==> src/hw/rtl/b64td_pkg.sv <==
package b64td_pkg;

  localparam logic [5:0] LOWER_BASE  = 6'd26;
  localparam logic [5:0] DIGIT_BASE  = 6'd52;
  localparam logic [5:0] PLUS_SEXTET = 6'd62;
  localparam logic [5:0] SLASH_SEXTET = 6'd63;
  localparam logic [7:0] PAD_CHAR    = 8'h3D;

  typedef struct packed {
    logic [23:0] word;
    logic [1:0]  count;
  } emit_t;

  typedef struct packed {
    logic [1:0] count;
    logic [1:0] pads;
  } grp_t;

endpackage

==> src/hw/rtl/b64td_core.sv <==
module b64td_core (
  input  logic               clk,
  input  logic               rst,
  input  logic               take,
  input  logic [7:0]         text_char,
  input  logic               end_of_text,
  output b64td_pkg::emit_t   emit,
  output b64td_pkg::grp_t    grp
);

  logic [17:0] accum;
  logic [1:0]  count;
  logic [1:0]  pads;
  logic [17:0] accum_next;
  logic [1:0]  count_next;
  logic [1:0]  pads_next;

  always_comb begin
    logic       sym;
    logic       pad;
    logic [5:0] v;
    logic [1:0] p;
    logic [7:0] off;
    sym = 1'b1;
    pad = 1'b0;
    v   = 6'd0;
    off = 8'd0;
    if (text_char >= 8'h41 && text_char <= 8'h5A) begin
      off = text_char - 8'h41;
      v   = off[5:0];
    end else if (text_char >= 8'h61 && text_char <= 8'h7A) begin
      off = text_char - 8'h61;
      v   = off[5:0] + b64td_pkg::LOWER_BASE;
    end else if (text_char >= 8'h30 && text_char <= 8'h39) begin
      off = text_char - 8'h30;
      v   = off[5:0] + b64td_pkg::DIGIT_BASE;
    end else if (text_char == 8'h2B) begin
      v = b64td_pkg::PLUS_SEXTET;
    end else if (text_char == 8'h2F) begin
      v = b64td_pkg::SLASH_SEXTET;
    end else if (text_char == b64td_pkg::PAD_CHAR) begin
      pad = 1'b1;
    end else begin
      sym = 1'b0;
    end

    p = (pads == 2'd3) ? 2'd3 : pads + {1'b0, pad};

    accum_next = accum;
    count_next = count;
    pads_next  = pads;
    emit.word  = 24'd0;
    emit.count = 2'd0;

    if (sym) begin
      if (count == 2'd3) begin
        emit.word  = {accum, v};
        emit.count = ~p;
        accum_next = 18'd0;
        count_next = 2'd0;
        pads_next  = 2'd0;
      end else begin
        accum_next = {accum[11:0], v};
        count_next = count + 2'd1;
        pads_next  = p;
      end
    end

    if (end_of_text) begin
      unique case (count_next)
        2'd3:    emit.word = {accum_next, 6'd0};
        2'd2:    emit.word = {accum_next[11:0], 12'd0};
        2'd1:    emit.word = {accum_next[5:0], 18'd0};
        default: emit.word = emit.word;
      endcase
      if (count_next != 2'd0) begin
        emit.count = ~pads_next;
      end
      accum_next = 18'd0;
      count_next = 2'd0;
      pads_next  = 2'd0;
    end
  end

  always_ff @(posedge clk) begin
    if (rst) begin
      accum <= 18'd0;
      count <= 2'd0;
      pads  <= 2'd0;
    end else if (take) begin
      accum <= accum_next;
      count <= count_next;
      pads  <= pads_next;
    end
  end

  assign grp.count = count;
  assign grp.pads  = pads;

endmodule

==> src/hw/rtl/b64td_serialiser.sv <==
module b64td_serialiser (
  input  logic             clk,
  input  logic             rst,
  input  logic             load,
  input  b64td_pkg::emit_t emit,
  output logic             free,
  output logic             m_tvalid,
  input  logic             m_tready,
  output logic [7:0]       m_tdata,   // data_byte
  output logic             m_tlast    // run_last
);

  logic [1:0]  remaining;
  logic [23:0] word;

  assign m_tvalid = remaining != 2'd0;
  assign m_tdata  = word[23:16];
  assign m_tlast  = remaining == 2'd1;
  assign free     = (remaining == 2'd0) || (remaining == 2'd1 && m_tready);

  always_ff @(posedge clk) begin
    if (rst) begin
      remaining <= 2'd0;
    end else if (load) begin
      remaining <= emit.count;
    end else if (m_tvalid && m_tready) begin
      remaining <= remaining - 2'd1;
    end
  end

  always_ff @(posedge clk) begin
    if (load) begin
      word <= emit.word;
    end else if (m_tvalid && m_tready) begin
      word <= {word[15:0], 8'd0};
    end
  end

endmodule

==> src/hw/rtl/base64_text_decoder_unit.sv <==
// A character is held in the input register, its bytes then in the byte buffer.
// Throughput: one character per cycle, but for the waits below. Bytes leave one per cycle
// while m_tready is high, from a three-byte shift buffer; only a character that releases
// bytes waits, until that buffer holds at most its last byte. A full four-character group
// waits only under back-pressure; a short message end can wait behind earlier bytes.
// Reset (rst, synchronous): clears the group state, input register and byte buffer.
module base64_text_decoder_unit (
  input  logic       clk,
  input  logic       rst,
  input  logic       s_tvalid,
  output logic       s_tready,
  input  logic [7:0] s_tdata,   // text_char
  input  logic       s_tlast,   // end_of_text
  output logic       m_tvalid,
  input  logic       m_tready,
  output logic [7:0] m_tdata,   // data_byte
  output logic       m_tlast    // run_last
);

  logic             in_valid;
  logic [7:0]       in_char;
  logic             in_eot;
  logic             buf_free;
  logic             take;
  logic             load;
  b64td_pkg::emit_t emit;
  b64td_pkg::grp_t  grp;

  assign take     = in_valid && (buf_free || emit.count == 2'd0);
  assign load     = take && (emit.count != 2'd0);
  assign s_tready = !in_valid || take;

  always_ff @(posedge clk) begin
    if (rst) begin
      in_valid <= 1'b0;
    end else if (s_tready) begin
      in_valid <= s_tvalid;
    end
  end

  always_ff @(posedge clk) begin
    if (s_tready && s_tvalid) begin
      in_char <= s_tdata;
      in_eot  <= s_tlast;
    end
  end

  b64td_core u_core (
    .clk         (clk),
    .rst         (rst),
    .take        (take),
    .text_char   (in_char),
    .end_of_text (in_eot),
    .emit        (emit),
    .grp         (grp)
  );

  b64td_serialiser u_ser (
    .clk      (clk),
    .rst      (rst),
    .load     (load),
    .emit     (emit),
    .free     (buf_free),
    .m_tvalid (m_tvalid),
    .m_tready (m_tready),
    .m_tdata  (m_tdata),
    .m_tlast  (m_tlast)
  );

  a_end_clears: assert property (@(posedge clk) disable iff (rst)
    take && in_eot |=> grp.count == 2'd0 && grp.pads == 2'd0)
    else $error("group state not cleared after end of text");

  a_stall_holds_input: assert property (@(posedge clk) disable iff (rst)
    !s_tready |-> in_valid && !buf_free)
    else $error("input stalled without a pending character");

  a_no_byte_after_last: assert property (@(posedge clk) disable iff (rst)
    m_tvalid && m_tready && m_tlast && !load |=> !m_tvalid)
    else $error("byte appeared after last of a run without a new load");

  a_load_into_free: assert property (@(posedge clk) disable iff (rst)
    load |-> !m_tvalid || (m_tlast && m_tready))
    else $error("buffer loaded while bytes still pending");

endmodule
==> config.mk <==
export PLATFORM = sky130hd
export DESIGN_NAME = base64_text_decoder_unit
export DESIGN_NICKNAME = d
export VERILOG_FILES = /design/src/hw/rtl/b64td_pkg.sv /design/src/hw/rtl/b64td_core.sv /design/src/hw/rtl/b64td_serialiser.sv /design/src/hw/rtl/base64_text_decoder_unit.sv
export SDC_FILE = /design/constraint.sdc
export NUM_CORES = 1
export LEC_CHECK = 0
export BUFFER_PORTS_ARGS = -buffer_cell sky130_fd_sc_hd__buf_4
export CORE_ASPECT_RATIO = 1.2
export CORE_MARGIN = 5
export CORE_UTILIZATION = 50
export DETAILED_ROUTE_END_ITERATION = 8
export GPL_ROUTABILITY_DRIVEN = 0
export PLACE_DENSITY = 0.69
export RECOVER_POWER = 100
export SYNTH_ARGS = -nofsm -noshare
export SYNTH_HDL_FRONTEND = slang
export SYNTH_SLANG_ARGS = --single-unit
==> constraint.sdc <==
create_clock -name clk -period 3.42 [get_ports clk]
set_clock_uncertainty 0.05 [all_clocks]
set_input_delay 0 -clock clk [delete_from_list [all_inputs] [get_ports clk]]
set_output_delay 0 -clock clk [all_outputs]
set_load 0.02 [all_outputs]
==> flow_summary.json <==
{
  "synth_cells": 403,
  "layout-drive-gt1-share_pct": 18.38,
  "power.leakage_nw": 1.593,
  "die_area_sq_um": 9264,
  "finalHoldViolCount": 0,
  "cp-start-kind": "flip-flop",
  "p_per_area_nw_per_um2": 414.6,
  "overflow": 0,
  "grt_pass1_wl_microns": 16270,
  "synth_area_sq_um": 3716,
  "wl_per_cell_microns": 19.10,
  "die-width_microns": 88.70,
  "min_period_ps": 3232,
  "start_util_pct": 51.38,
  "fmax_ghz": 0.3094,
  "cp_num_buf_inv": 3,
  "status": "finished, final reports clean",
  "fin_setup_tns_ps": 0,
  "fin_cells": 547,
  "grt_max_degree": 25,
  "cts.sinks": 58,
  "dominantRegCellSynth": "edfxtp_1",
  "place_area_sq_um": 4073,
  "final_area_sq_um": 4337,
  "clock_tree.buffer_depth": 2,
  "slew_viol_final": 0,
  "cts-buffers-inserted": 9,
  "netlist_top_cells_area": "edfxtp_1 27%, dfxtp_1 13%, ha_1 4.4%",
  "wl_microns": 10450,
  "vias": 3517,
  "p_int_mw": 1.267,
  "htree_levels": 3,
  "critPathSlowestCell": "edfxtp_1",
  "postSynth.asyncResetShare_pct": 0,
  "path_class": "flip-flop to flip-flop",
  "holdCritPathClass": "input pin to flip-flop",
  "crit_top_cell": "buf_4",
  "area_delta_synth_final_pct": 16.70,
  "worstPathArrival_ps": 3440,
  "dp.final_hpwl_microns": 7423,
  "synth_seq_area_share_pct": 40.13,
  "path_cells": "inv_1 -> ha_1 -> a21oi_1 -> a311oi_2 -> nor3_2 -> nor2_2 -> buf_4 -> buf_4 -> a2bb2oi_1 -> o21ai_0 -> a311oi_1",
  "cts.reportedPaths.clkPinSlew_ps": 70,
  "synth_seq_cells": 58,
  "rsz0062_at_grt": "false",
  "yosysTopAreaCellShare_pct": 26.67,
  "p_sw_share_pct": 29.54,
  "yosysTopAreaCell": "edfxtp_1",
  "relSlewSlack_pct": 52.19,
  "port_buffers": 23,
  "peakVddDrop_mv": 0.2674,
  "drt-pass1-iter-count": 5,
  "io_pins": 24,
  "grt_pass1_vias": 3286,
  "p_seq_share_pct": 46.4,
  "fillers": 627,
  "setup_viol": 0,
  "die_height_microns": 104.4,
  "rows": 34,
  "p_total_mw": 1.798,
  "synth_edf_count": 33,
  "clock_latency_ps": 340,
  "drt-initial-drc-count": 532,
  "ys_warn_count": 0,
  "antenna_left": 0,
  "crit_fanout": 10,
  "worst_pin_slew_ps": 709.7,
  "drv_cap": 0,
  "worst-path-stages": 11,
  "grt_util_all_layers_pct": 22.58,
  "ys_types": 73,
  "hold_depth": 4,
  "end_kind": "flip-flop",
  "r2r_cells": 11,
  "cp.required_ps": 3620,
  "combPwrFrac_pct": 19.2,
  "antenna_cells": 0,
  "coreArea_sq_um": 7232,
  "power_frac_clock_pct": 34.4,
  "switchingPower_uw": 531.1,
  "syn_area_per_cell_sq_um": 9.221,
  "cts_tree": "built",
  "reg2reg_slack_ps": 190,
  "syn_nets": 429,
  "via_per_inst": 6.430,
  "period_share_pct": 94.49,
  "post-synth-top-count-cell": "nor2_1",
  "finalNetCount": 478,
  "cts_root_buffer": "clkbuf_8",
  "drc_errors": 0,
  "synth.top_cells.by_count": "34 x nor2_1, 33 x edfxtp_1, 31 x nand2_1",
  "place_inst": 518,
  "antenna_found_initial": 0,
  "slowest_delay_ps": 500,
  "cp_top_family": "compound AO/OA/AOI/OAI gates"
}
[power groups by stage]
stage	logic [mW]	clock network, mW	registers (mW)
final	0.345	0.619	0.834
after global routing	0.375	0.657	0.838
after CTS	0.365	0.626	0.835
after detailed placement	0.354	0	0.850
after global placement	0.347	0	0.849
after floorplan	0.249	0	0.840
[repair_timing]
action                     in CTS  in global routing
hold buffers                   11                  0
setup buffers                   0                  2
hold endpoints to repair       20                  0
setup endpoints to repair       0                 41
gates resized for setup         0                  6
[sequential cells by signal (all words and copies together), names as in the netlist]
name	cells
u_core.pads	2
in_char	8
in_valid	1
u_core.accum	18
in_eot	1
u_ser.word	24
u_core.count	2
u_ser.remaining	2
[placed cells by master (no fill, tap or decap), drive strengths merged, types with 4 or more instances in the layout]
cell,instances
a22oi,5
a31oi,7
or4,4
nand2,32
clkinv,5
nand3,10
and3,9
a221oi,7
dfxtp,25
edfxtp,33
nor4,5
o21ai,26
nor3,8
clkbuf,36
nand4,8
a21o,5
nand2b,6
ha,13
dlygate4sd3,11
nor2,37
inv,15
buf,31
a211oi,5
a22o,10
nor2b,4
o211ai,4
a21oi,31
[layer usage]
metal | track usage (%) | share of wire (%) | up-vias
met2 | 36.36 | 49 | 178
met5 | 0 | 0 | -
li1 | - | - | 1641
met4 | 12.63 | 5.0 | 0
met3 | 3.407 | 6.1 | 47
met1 | 28.15 | 40 | 1651
[cells by family after synthesis]
logic type,count (synthesis),share of synthesized area (%)
DFF,58,40.13
AOI/OAI and AO/OA,145,28.05
adders and majority gates,13,4.377
muxes,3,0.8754
buffers and inverters,46,6.801
xor gates and xnor gates,3,0.7072
and+or+nand+nor,135,19.06
[worst min-delay path, cell delays in order]
cell	delay, ps
buf_4	80
nand2_1	50
nand3_2	110
o221a_2	190
[area by class of cell]
type                       instances  area [sq um]  area share (%)
clock buffer                      10         127.6           2.943
clock inverter                     6         57.56           1.327
inverter                          16         60.06           1.385
multi-input combinational        299          2012           46.39
sequential                        58          1491           34.39
tap                               90         112.6           2.597
timing repair buffer              68         475.5           10.96
[stage by stage]
stage / utilization [%] / worst slack, ps / hold slack, ps
3_3_place_gp: 56.31 / 159.9 / 128.4
2_1_floorplan: - / 66.23 / 48.87
6_report: 59.97 / 188.3 / 72.56
3_5_place_dp: 56.31 / 71.42 / 129.3
4_1_cts: 60.40 / 60.85 / 97.76
5_1_grt: 59.97 / 8.571 / 78.01
[path summary, 6_finish.rpt]
kind,startpoint,to
worst max-delay path,in_char[2],u_ser.remaining[0]
worst min-delay path,m_tready,u_ser.remaining[1]
worst max register to register,in_char[2],u_ser.remaining[0]
worst min register to register,u_core.accum[13],u_core.accum[13]
Note: power is estimated with default switching activity, not from simulation.
